### src/hw/rtl/betd_pkg.sv
// ----------------------------------------------------------------------------
// betd_pkg
// Shared types and constants of the beat energy threshold detector.
// ----------------------------------------------------------------------------
`default_nettype none

package betd_pkg;

    // samples in the derivative ring (difference spans RING_LENGTH-1 samples)
    localparam int RING_LENGTH = 5;
    localparam int FILL_W      = (RING_LENGTH > 2) ? $clog2(RING_LENGTH) : 1;

    // sample queue between byte front end and energy back end
    localparam int QUEUE_DEPTH = 2;
    localparam int QPTR_W      = (QUEUE_DEPTH > 2) ? $clog2(QUEUE_DEPTH) : 1;
    localparam int QCNT_W      = $clog2(QUEUE_DEPTH + 1);

    // configuration register indexes
    localparam int CFG_IDX_W = 1;
    localparam logic [CFG_IDX_W-1:0] CFG_ENERGY_MODE    = 1'd0;
    localparam logic [CFG_IDX_W-1:0] CFG_BEAT_THRESHOLD = 1'd1;

    localparam logic signed [15:0] THRESHOLD_RESET = 16'sd225;

    // byte order within a sample
    typedef enum logic {
        PH_LOW  = 1'b0,
        PH_HIGH = 1'b1
    } t_byte_phase;

    // sample handed from the front end to the queue
    typedef struct packed {
        logic               valid;
        logic signed [15:0] sample;
    } t_sample_push;

    // queue status seen by the back end
    typedef struct packed {
        logic               empty;
        logic signed [15:0] head;
    } t_queue_status;

endpackage

`default_nettype wire

### src/hw/rtl/betd_front.sv
// ----------------------------------------------------------------------------
// betd_front
// Pairs received bytes (low then high) into signed 16-bit samples.
// ----------------------------------------------------------------------------
`default_nettype none

module betd_front (
    input  wire                   i_clk,
    input  wire                   i_rst_n,
    input  wire                   i_in_valid,
    input  wire  [7:0]            i_rx_byte,
    input  wire                   i_q_full,
    output logic                  o_in_stall,
    output betd_pkg::t_sample_push o_push
);

    betd_pkg::t_byte_phase r_phase;
    logic [7:0]            r_low_half;
    logic                  w_accept;

    // hold off bytes while the queue has no room
    assign o_in_stall = i_q_full;
    assign w_accept   = i_in_valid && !i_q_full;

    // phase and low byte
    always_ff @(posedge i_clk) begin
        if (!i_rst_n) begin
            r_phase    <= betd_pkg::PH_LOW;
            r_low_half <= 8'd0;
        end else if (w_accept) begin
            if (r_phase == betd_pkg::PH_LOW) begin
                r_low_half <= i_rx_byte;
                r_phase    <= betd_pkg::PH_HIGH;
            end else begin
                r_phase <= betd_pkg::PH_LOW;
            end
        end
    end

    // a completed sample goes to the queue with its high byte
    always_comb begin
        o_push.valid  = w_accept && (r_phase == betd_pkg::PH_HIGH);
        o_push.sample = {i_rx_byte, r_low_half};
    end

endmodule

`default_nettype wire

### src/hw/rtl/betd_queue.sv
// ----------------------------------------------------------------------------
// betd_queue
// Short sample queue that decouples the byte front end from the back end.
// ----------------------------------------------------------------------------
`default_nettype none

module betd_queue (
    input  wire                     i_clk,
    input  wire                     i_rst_n,
    input  betd_pkg::t_sample_push  i_push,
    input  wire                     i_pop,
    output logic                    o_full,
    output betd_pkg::t_queue_status o_status
);

    logic signed [15:0]          r_mem [betd_pkg::QUEUE_DEPTH];
    logic [betd_pkg::QPTR_W-1:0] r_wr_ptr;
    logic [betd_pkg::QPTR_W-1:0] r_rd_ptr;
    logic [betd_pkg::QCNT_W-1:0] r_count;
    logic                        w_push;
    logic                        w_pop;

    assign o_full          = (r_count == betd_pkg::QCNT_W'(betd_pkg::QUEUE_DEPTH));
    assign o_status.empty  = (r_count == '0);
    assign o_status.head   = r_mem[r_rd_ptr];
    assign w_push          = i_push.valid && !o_full;
    assign w_pop           = i_pop && !o_status.empty;

    // storage
    always_ff @(posedge i_clk) begin
        if (w_push) begin
            r_mem[r_wr_ptr] <= i_push.sample;
        end
    end

    // pointers and fill count
    always_ff @(posedge i_clk) begin
        if (!i_rst_n) begin
            r_wr_ptr <= '0;
            r_rd_ptr <= '0;
            r_count  <= '0;
        end else begin
            if (w_push) begin
                r_wr_ptr <= (r_wr_ptr == betd_pkg::QPTR_W'(betd_pkg::QUEUE_DEPTH - 1))
                            ? '0 : r_wr_ptr + 1'b1;
            end
            if (w_pop) begin
                r_rd_ptr <= (r_rd_ptr == betd_pkg::QPTR_W'(betd_pkg::QUEUE_DEPTH - 1))
                            ? '0 : r_rd_ptr + 1'b1;
            end
            if (w_push && !w_pop) begin
                r_count <= r_count + 1'b1;
            end else if (w_pop && !w_push) begin
                r_count <= r_count - 1'b1;
            end
        end
    end

endmodule

`default_nettype wire

### src/hw/rtl/betd_back.sv
// ----------------------------------------------------------------------------
// betd_back
// Derivative, square, leaky energy sum and rising threshold crossing.
// Two stages: square, then sum/compare into the output register.
// ----------------------------------------------------------------------------
`default_nettype none

module betd_back (
    input  wire                     i_clk,
    input  wire                     i_rst_n,
    input  betd_pkg::t_queue_status i_status,
    output logic                    o_pop,
    input  wire                     i_energy_mode,
    input  wire  signed [15:0]      i_beat_threshold,
    input  wire                     i_out_stall,
    output logic                    o_out_valid,
    output logic signed [15:0]      o_level,
    output logic                    o_beat,
    output logic [15:0]             o_beat_count
);

    localparam int OLD_TAP = betd_pkg::RING_LENGTH - 2;

    // ring of the last RING_LENGTH-1 energy-mode samples
    logic signed [15:0]          r_ring [betd_pkg::RING_LENGTH-1];
    logic [betd_pkg::FILL_W-1:0] r_fill;

    // stage a
    logic                        r_a_valid;
    logic                        r_a_energy;
    logic signed [15:0]          r_a_sample;
    logic [15:0]                 r_a_sq;

    // stage b state
    logic [15:0]                 r_sum;
    logic signed [15:0]          r_prev_level;

    logic                        w_out_free;
    logic                        w_b_move;
    logic                        w_a_free;
    logic                        w_energy_in;
    logic                        w_filled;
    logic signed [16:0]          w_diff;
    logic signed [16:0]          w_diff_sh;
    logic [13:0]                 w_abs;
    logic [27:0]                 w_sq_full;
    logic [15:0]                 n_sum;
    logic signed [15:0]          n_level;
    logic                        n_beat;

    // handshake between stages
    assign w_out_free  = !o_out_valid || !i_out_stall;
    assign w_b_move    = r_a_valid && w_out_free;
    assign w_a_free    = !r_a_valid || w_b_move;
    assign o_pop       = w_a_free && !i_status.empty;
    assign w_energy_in = o_pop && i_energy_mode;

    // derivative over the ring, arithmetic shift, magnitude, square
    always_comb begin
        w_filled  = (r_fill == betd_pkg::FILL_W'(betd_pkg::RING_LENGTH - 1));
        w_diff    = w_filled ? (17'(i_status.head) - 17'(r_ring[OLD_TAP])) : 17'sd0;
        w_diff_sh = w_diff >>> 3;
        w_abs     = w_diff_sh[16] ? 14'(-w_diff_sh) : 14'(w_diff_sh);
        w_sq_full = w_abs * w_abs;
    end

    // ring shift line and fill count, held in pass mode
    always_ff @(posedge i_clk) begin
        if (w_energy_in) begin
            r_ring[0] <= i_status.head;
            for (int i = 1; i < betd_pkg::RING_LENGTH - 1; i++) begin
                r_ring[i] <= r_ring[i-1];
            end
        end
    end

    always_ff @(posedge i_clk) begin
        if (!i_rst_n) begin
            r_fill <= '0;
        end else if (w_energy_in && !w_filled) begin
            r_fill <= r_fill + 1'b1;
        end
    end

    // stage a register
    always_ff @(posedge i_clk) begin
        if (!i_rst_n) begin
            r_a_valid <= 1'b0;
        end else if (w_a_free) begin
            r_a_valid <= !i_status.empty;
        end
    end

    always_ff @(posedge i_clk) begin
        if (o_pop) begin
            r_a_energy <= i_energy_mode;
            r_a_sample <= i_status.head;
            r_a_sq     <= w_sq_full[15:0];
        end
    end

    // leaky sum and crossing test
    always_comb begin
        n_sum   = r_sum + {4'd0, r_a_sq[15:4]} - {3'd0, r_sum[15:3]};
        n_level = r_a_energy ? $signed(n_sum) : r_a_sample;
        n_beat  = (n_level >= i_beat_threshold) && (r_prev_level < i_beat_threshold);
    end

    always_ff @(posedge i_clk) begin
        if (!i_rst_n) begin
            r_sum        <= '0;
            r_prev_level <= '0;
            o_beat_count <= '0;
        end else if (w_b_move) begin
            if (r_a_energy) begin
                r_sum <= n_sum;
            end
            r_prev_level <= n_level;
            if (n_beat) begin
                o_beat_count <= o_beat_count + 1'b1;
            end
        end
    end

    // output register
    always_ff @(posedge i_clk) begin
        if (!i_rst_n) begin
            o_out_valid <= 1'b0;
        end else if (w_out_free) begin
            o_out_valid <= r_a_valid;
        end
    end

    always_ff @(posedge i_clk) begin
        if (w_b_move) begin
            o_level <= n_level;
            o_beat  <= n_beat;
        end
    end

    // checks
    a_beat_counts: assert property (@(posedge i_clk) disable iff (!i_rst_n)
        (w_b_move && n_beat) |=> (o_beat_count == $past(o_beat_count) + 16'd1))
        else $error("beat count did not advance on a beat");

    a_pass_level: assert property (@(posedge i_clk) disable iff (!i_rst_n)
        (w_b_move && !r_a_energy) |=> (o_level == $past(r_a_sample)))
        else $error("pass mode level differs from sample");

    a_pass_sum_held: assert property (@(posedge i_clk) disable iff (!i_rst_n)
        (w_b_move && !r_a_energy) |=> $stable(r_sum))
        else $error("energy sum moved in pass mode");

    a_no_pop_when_busy: assert property (@(posedge i_clk) disable iff (!i_rst_n)
        (r_a_valid && !w_b_move) |-> !o_pop)
        else $error("sample taken while stage a is held");

endmodule

`default_nettype wire

### src/hw/rtl/beat_energy_threshold_detector_core.sv
// ----------------------------------------------------------------------------
// beat_energy_threshold_detector_core
// Byte-fed beat detector: derivative energy or raw sample against a threshold.
// ----------------------------------------------------------------------------
// Takes one byte per clock while not stalled; every second byte (the high
// half) completes a signed 16-bit sample and gives one result (level, beat
// flag, beat count). A sample goes through a two-entry queue, a square stage
// and a sum/compare stage into the output register; the back end takes one
// sample per cycle while the output is not stalled, and the leaky-sum
// recurrence closes within the sum/compare stage. Stalls on the output fill
// the queue, after which bytes are stalled. Configuration (mode, threshold) is
// for the user to write only while idle; the block does not enforce it.
`default_nettype none

module beat_energy_threshold_detector_core (
    input  wire                               i_clk,
    input  wire                               i_rst_n,
    input  wire                               i_in_valid,
    input  wire  [7:0]                        i_rx_byte,
    output logic                              o_in_stall,
    output logic                              o_out_valid,
    output logic signed [15:0]                o_level,
    output logic                              o_beat,
    output logic [15:0]                       o_beat_count,
    input  wire                               i_out_stall,
    input  wire                               i_cfg_we,
    input  wire  [betd_pkg::CFG_IDX_W-1:0]    i_cfg_index,
    input  wire  [15:0]                       i_cfg_data
);

    logic                    r_energy_mode;
    logic signed [15:0]      r_beat_threshold;
    logic                    w_q_full;
    logic                    w_pop;
    betd_pkg::t_sample_push  w_push;
    betd_pkg::t_queue_status w_status;

    // configuration registers
    always_ff @(posedge i_clk) begin
        if (!i_rst_n) begin
            r_energy_mode    <= 1'b0;
            r_beat_threshold <= betd_pkg::THRESHOLD_RESET;
        end else if (i_cfg_we) begin
            case (i_cfg_index)
                betd_pkg::CFG_ENERGY_MODE:    r_energy_mode    <= i_cfg_data[0];
                betd_pkg::CFG_BEAT_THRESHOLD: r_beat_threshold <= $signed(i_cfg_data);
                default: ;
            endcase
        end
    end

    // byte pairing
    betd_front u_front (
        .i_clk      (i_clk),
        .i_rst_n    (i_rst_n),
        .i_in_valid (i_in_valid),
        .i_rx_byte  (i_rx_byte),
        .i_q_full   (w_q_full),
        .o_in_stall (o_in_stall),
        .o_push     (w_push)
    );

    // sample queue
    betd_queue u_queue (
        .i_clk    (i_clk),
        .i_rst_n  (i_rst_n),
        .i_push   (w_push),
        .i_pop    (w_pop),
        .o_full   (w_q_full),
        .o_status (w_status)
    );

    // energy and beat logic
    betd_back u_back (
        .i_clk            (i_clk),
        .i_rst_n          (i_rst_n),
        .i_status         (w_status),
        .o_pop            (w_pop),
        .i_energy_mode    (r_energy_mode),
        .i_beat_threshold (r_beat_threshold),
        .i_out_stall      (i_out_stall),
        .o_out_valid      (o_out_valid),
        .o_level          (o_level),
        .o_beat           (o_beat),
        .o_beat_count     (o_beat_count)
    );

endmodule

`default_nettype wire

### config.mk
export PLATFORM = sky130hd
export DESIGN_NAME = beat_energy_threshold_detector_core
export DESIGN_NICKNAME = d
export VERILOG_FILES = /design/src/hw/rtl/betd_pkg.sv /design/src/hw/rtl/betd_front.sv /design/src/hw/rtl/betd_queue.sv /design/src/hw/rtl/betd_back.sv /design/src/hw/rtl/beat_energy_threshold_detector_core.sv
export SDC_FILE = /design/constraint.sdc
export NUM_CORES = 1
export LEC_CHECK = 0
export ABC_AREA = 1
export BUFFER_PORTS_ARGS = -buffer_cell sky130_fd_sc_hd__buf_4
export CAP_MARGIN = 30
export CELL_PAD_IN_SITES_DETAIL_PLACEMENT = 0
export CELL_PAD_IN_SITES_GLOBAL_PLACEMENT = 1
export CORE_MARGIN = 4
export CORE_UTILIZATION = 39
export DETAILED_ROUTE_END_ITERATION = 10
export HOLD_SLACK_MARGIN = 0.1
export PLACE_DENSITY_LB_ADDON = 0.1
export SETUP_SLACK_MARGIN = 0.2
export SKIP_LAST_GASP = 1
export SYNTH_ARGS = -nofsm -noshare
export SYNTH_HDL_FRONTEND = slang
export SYNTH_SLANG_ARGS = --single-unit
### constraint.sdc
create_clock -name i_clk -period 12.35 [get_ports i_clk]
set_input_delay 1.8525 -clock i_clk [delete_from_list [all_inputs] [get_ports i_clk]]
set_output_delay 1.8525 -clock i_clk [all_outputs]
set_load 0.03 [all_outputs]
==> results of run 1 <==
-- state kept, by name (all words and copies together), names as in the netlist, 2 cells and up, named ones only --
name,flops
u_back.r_ring,64
u_back.r_sum,16
u_back.r_prev_level,16
u_back.o_level,16
u_back.r_a_sample,16
u_back.o_beat_count,16
u_queue.r_count,2
r_beat_threshold,16
u_back.r_fill,3
u_back.r_a_sq,12
u_queue.r_mem,32
u_front.r_low_half,8
-- logic make-up after synthesis --
logic type               synth area share
adder cells (fa/ha/maj)             0.206
flip-flops                          0.413
other                            0.000521
AND/OR/NAND/NOR                     0.164
buffers and inverters              0.0910
XOR/XNOR                           0.0361
AO/OA/AOI/OAI                      0.0896
-- path summary, 6_finish.rpt --
check | startpoint | to | slack (ns) | cells past startpoint
worst max-delay path | flop | u_back.r_a_sq[14]$_DFFE_PP_ | 4.34 | 37
worst min-delay path | u_back.r_ring[1][6]$_DFFE_PP_ | u_back.r_ring[2][6]$_DFFE_PP_ | 0.39 | 0
worst max register to register | flop | u_back.r_a_sq[14]$_DFFE_PP_ | 4.34 | 37
worst min register to register | u_back.r_ring[1][6]$_DFFE_PP_ | u_back.r_ring[2][6]$_DFFE_PP_ | 0.39 | 0
-- worst max-delay path: cells and delay by family (launching register included) --
kind | cells | cell delay (ns)
AO/OA/AOI/OAI | 4 | 0.66
XOR/XNOR | 1 | 0.28
adder cells (fa/ha/maj) | 8 | 3.69
buffers and inverters | 10 | 1.02
flip-flops | 1 | 0.71
AND/OR/NAND/NOR | 14 | 1.43
-- layout make-up --
class	count	area [um^2]	area share
inverters	317	1190	0.0727
well taps	468	586	0.0356
repair buffers	70	538	0.0327
flip-flops and latches	226	5950	0.362
multi-input cells	1002	7160	0.436
clock buffers	33	738	0.0449
clock inverters	17	273	0.0166
-- placed cells by master (no fill, tap or decap), types with 5 or more instances in the layout --
cell type / instances
clkinv_1: 6
dfxtp_1: 84
nand4_1: 23
ha_1: 109
o211ai_1: 7
nor3_1: 14
edfxtp_1: 142
inv_1: 297
inv_2: 14
buf_4: 69
nor2_1: 90
a21o_1: 7
nand2_2: 18
fa_1: 80
o21ai_0: 72
bufinv_16: 7
nand2_1: 280
a21oi_1: 124
nor4_1: 7
clkbuf_16: 27
nand3_2: 5
xnor2_1: 19
xor2_1: 29
nor2_2: 8
nand3_1: 58
-- through the flow --
step	cells	hold slack (ns)
2_1_floorplan	1572	0.400
3_3_place_gp	2082	0.401
3_5_place_dp	2083	0.405
4_1_cts	2133	0.391
5_1_grt	2133	0.401
6_report	2133	0.390
-- layer usage --
layer / part of all wire / wire, um
met5: 0 / 0
met4: 0.019 / 632
met3: 0.022 / 734
met2: 0.46 / 15300
met1: 0.50 / 16800
-- report_power, final --
group	switching (W)	leakage (nW)	total, W	internal [W]
registers	0.0000848	2.01	0.00108	0.000997
clock network	0.000320	0.487	0.000891	0.000571
logic	0.000964	5.15	0.00142	0.000458
==> flow_metrics.py, run 1 <==
metrics = {
    "final_layout": {
        "syn_to_final_growth_pct": 14.1,
        "final_core_util": 0.450,
        "fillers": 3610,
        "final_nets": 1863,
        "n_antenna_cell": 0,
        "finalInstanceArea_mm2": 0.0164,
        "layout-drive-gt1-share": 0.114,
    },
    "critical_path": {
        "crit_path_start_kind": "flop",
        "slowest_stage": "dfxtp_1",
        "cp_slowest_stage_delay_ns": 0.71,
        "worstPathRequired_ns": 12.66,
        "path_class": "reg -> reg",
        "arrival_ns": 8.32,
        "crit_top_cell": "nand2_1",
        "path_max_fanout": 17,
        "end_kind": "flop",
    },
    "clock_network": {
        "cts_made_buffers": 27,
        "htree_levels": 1,
        "cts_buffer_depth": 3,
        "clk_pin_slew_ns": 0.06,
        "cts_tree": "built",
        "post_cts_resized": 0,
        "cts_setup_buffers": 0,
        "cts.sinks": 226,
        "cts_root_buf": "clkbuf_16",
        "worstSkewPairLatency_ns": 0.55,
        "holdBufCountCts": 0,
    },
    "global_routing": {
        "grt_pass1_vias": 10500,
        "grt_pass1_wl_um": 55900,
        "antenna_found_initial": 0,
        "met1_usage": 0.243,
        "grt_util_all_layers": 0.169,
        "use_met3": 0.0199,
        "grt_overflow": 0,
        "grtUsageMet2": 0.278,
        "grt_max_degree": 66,
        "busiest_layer": "met2",
    },
    "place": {
        "port_buffers": 64,
        "place_ws_ns": 4.23,
        "place_hpwl_um": 25800,
        "place_area_mm2": 0.0154,
        "gp_congestion": 0.850,
    },
    "power_and_ir_drop": {
        "powerDensity_mw_per_mm2": 207,
        "p_leak_nw": 7.65,
        "irDropWorstVdd_mv": 0.117,
        "p_total_w": 0.00340,
    },
    "timing": {
        "maxSlewViolCount": 0,
        "worst_pin_slew_ns": 0.803,
        "setup_slack_ns": 4.34,
        "min_period_ns": 8.01,
        "relSlewSlack": 0.465,
        "hold_viol": 0,
        "skew_ns": 0.0299,
        "rsz0062_at_grt": "false",
        "final.setup.tns_ns": 0,
        "fin_crit_sh": 0.649,
        "max_freq_mhz": 125,
        "setup_violations": 0,
    },
    "hold_path": {
        "min_path_type": "reg -> reg",
    },
    "route": {
        "wl_per_cell_um": 15.7,
        "drtIter0Drc": 536,
        "first_pass_iters": 5,
        "viasPerCell": 4.75,
        "vias": 10100,
        "remaining_drc_errors": 0,
        "ant_nets": 0,
        "wirelength_um": 33400,
    },
    "die": {
        "num_rows": 70,
        "core_area_mm2": 0.0365,
        "die-area_mm2": 0.0401,
        "die_x_um": 200,
        "ios": 65,
        "start_util": 0.394,
        "die_y_um": 200,
    },
    "synth": {
        "yosysMostFrequentCell": "inv_1",
        "seq_area_frac_synth": 0.413,
        "synth-seq-cells": 226,
        "ys_top_cells_by_area": "edfxtp_1, dfxtp_1, fa_1",
        "ys_warn_count": 0,
        "ys_async_sr_fraction": 0,
        "synthCells": 1572,
        "yosys.area.top_type": "edfxtp_1",
        "ys.flop_type": "edfxtp_1",
        "synth_nets": 1791,
        "synth_top_area_share": 0.296,
        "syn-cell-area_mm2": 0.0144,
        "synth_edf_count": 142,
        "ys_types": 53,
        "avgSynthCellArea_um2": 9.16,
        "synthTopCellsByCount": "inv_1, nand2_1, edfxtp_1",
    },
    "flow_run": {
        "drv_cap": 0,
    },
    "outcome": {
        "status": "finished, final reports clean",
    },
}
No activity file was read; power rests on OpenSTA's default activity.
==> run 2: changes to the inputs <==
- clock period: 12.35 -> 8.05 ns (I/O delays scaled with it)
==> flow_metrics.py, run 2 (synthesis gave the netlist of run 1 again) <==
metrics = {
    "global_routing": {
        "grt_overflow": 0,
        "use_met3": 0.0217,
        "grtUsageMet2": 0.276,
        "busiest_layer": "met2",
        "grt_max_degree": 66,
        "met1_usage": 0.243,
        "grt_pass1_vias": 10400,
        "grt_util_all_layers": 0.168,
        "antenna_found_initial": 0,
        "grt_pass1_wl_um": 55400,
    },
    "critical_path": {
        "cp_slowest_stage_delay_ns": 0.55,
        "rrSetupSlack_ns": 0.66,
        "slowest_stage": "fa_1",
        "crit_path_start_kind": "flop",
        "path_class": "reg -> reg",
        "worstPathRequired_ns": 8.35,
        "path_max_fanout": 10,
        "arrival_ns": 7.68,
        "end_kind": "flop",
    },
    "route": {
        "wl_per_cell_um": 15.6,
        "vias": 10300,
        "ant_nets": 0,
        "remaining_drc_errors": 0,
        "first_pass_iters": 4,
        "viasPerCell": 4.77,
        "wirelength_um": 33600,
        "drtIter0Drc": 380,
    },
    "clock_network": {
        "cts_made_buffers": 26,
        "worstSkewPairLatency_ns": 0.54,
        "cts_root_buf": "clkbuf_16",
        "clk_pin_slew_ns": 0.06,
        "cts_buffer_depth": 3,
        "cts.sinks": 226,
        "htree_levels": 1,
        "cts_tree": "built",
    },
    "final_layout": {
        "layout-drive-gt1-share": 0.130,
        "layout_common_cells": "inv_1, nand2_1, edfxtp_1, a21oi_1, ha_1",
        "final_nets": 1886,
        "mostFrequentLayoutCell": "inv_1",
        "largest-register": "u_back.r_ring",
        "largest_register_ffs": 64,
        "fillers": 3662,
        "syn_to_final_growth_pct": 14.7,
        "n_antenna_cell": 0,
        "top_regs": "u_back.r_ring: 64 flops, u_queue.r_mem: 32 flops",
    },
    "outcome": {
        "status": "finished, final reports clean",
    },
    "timing": {
        "rsz0062_at_grt": "false",
        "final.setup.tns_ns": 0,
        "fin_crit_sh": 0.917,
        "skew_ns": 0.0202,
        "maxSlewViolCount": 0,
        "max_freq_mhz": 135,
        "hold_viol": 0,
        "min_period_ns": 7.39,
        "setup_violations": 0,
        "worst_pin_slew_ns": 0.795,
        "relSlewSlack": 0.470,
    },
    "power_and_ir_drop": {
        "power.internal_w": 0.00294,
        "p_sw_frac": 0.416,
        "switchingPower_w": 0.00210,
        "p_comb_frac": 0.441,
        "power_frac_clock": 0.232,
        "p_seq_frac": 0.326,
        "p_leak_nw": 7.69,
        "powerDensity_mw_per_mm2": 305,
        "p_total_w": 0.00504,
        "irDropWorstVdd_mv": 0.171,
    },
    "place": {
        "port_buffers": 64,
        "gp_congestion": 0.834,
        "place_hpwl_um": 26100,
    },
    "die": {
        "die-area_mm2": 0.0401,
        "num_rows": 70,
        "die_y_um": 200,
        "core_area_mm2": 0.0365,
        "die_x_um": 200,
        "ios": 65,
        "start_util": 0.394,
    },
    "flow_run": {
        "drv_cap": 0,
    },
    "hold_path": {
        "min_path_type": "reg -> reg",
    },
}
run 2: cell count changes in the layout (fill, tap and decap cells not counted), sizes merged:
| cell | change |
|---|---|
| buf | +24 |
| bufinv | -5 |
| clkbuf | +4 |
| clkinv | +2 |
| clkinvlp | -2 |
| inv | -1 |
run 2: worst max-delay path: cells and delay by family (launching register included):
family	cells	cell delay (ns)
adders and majority gates	8	3.69
and+or+nand+nor	15	1.74
buffers and inverters	8	0.57
AOI/OAI and AO/OA	3	0.52
DFF	1	0.39
xor gates and xnor gates	1	0.23
run 2: power groups by stage:
stage | Sequential [W] | Clock [W] | Combinational [W]
6_report | 0.00165 | 0.00117 | 0.00222
3_5_place_dp | 0.00167 | 0 | 0.00224
3_3_place_gp | 0.00167 | 0 | 0.00223
5_1_grt | 0.00167 | 0.00126 | 0.00255
2_1_floorplan | 0.00170 | 0 | 0.00150
4_1_cts | 0.00165 | 0.00121 | 0.00226
run 2: area by class of cell:
type / count / area (um^2) / area share
flip-flops and latches: 226 / 5950 / 0.360
repair buffers: 94 / 722 / 0.0437
multi-input cells: 1002 / 7210 / 0.437
well taps: 468 / 586 / 0.0355
clock inverters: 11 / 114 / 0.00689
inverters: 317 / 1200 / 0.0727
clock buffers: 37 / 733 / 0.0444
run 2: metal layers:
layer  share of wire  routed length, um  up-vias
met2            0.46              15400      122
li1                -                  -     5280
met1            0.50              16700     4838
met5               0                  0        -
met3           0.026                876       33
met4           0.017                577        0
run 2: worst paths after layout:
check	cells after the start	startpoint	to
setup / recovery	35	flop	u_back.r_a_sq[14]$_DFFE_PP_
hold / removal	0	u_back.r_ring[2][1]$_DFFE_PP_	u_back.r_ring[3][1]$_DFFE_PP_
setup reg to reg	35	flop	u_back.r_a_sq[14]$_DFFE_PP_
hold reg to reg	0	u_back.r_ring[2][1]$_DFFE_PP_	u_back.r_ring[3][1]$_DFFE_PP_
run 2: repair_timing:
action,4_1_cts,5_1_grt
setup buffers,0,15
endpoints found under the hold margin,0,0
endpoints found under the setup margin,0,6
gates resized for setup,0,17
hold buffers,0,0
run 2: metrics by stage:
stage | hold WS (ns) | instance area, um^2 | std cells | util | setup slack (ns)
2_1_floorplan | 0.400 | 14400 | 1572 | - | 0.854
3_3_place_gp | 0.401 | 15500 | 2091 | 0.424 | 0.200
3_5_place_dp | 0.405 | 15500 | 2092 | 0.424 | 0.277
4_1_cts | 0.407 | 16300 | 2140 | 0.447 | 0.257
5_1_grt | 0.422 | 16500 | 2155 | 0.452 | 0.200
6_report | 0.412 | 16500 | 2155 | 0.452 | 0.664
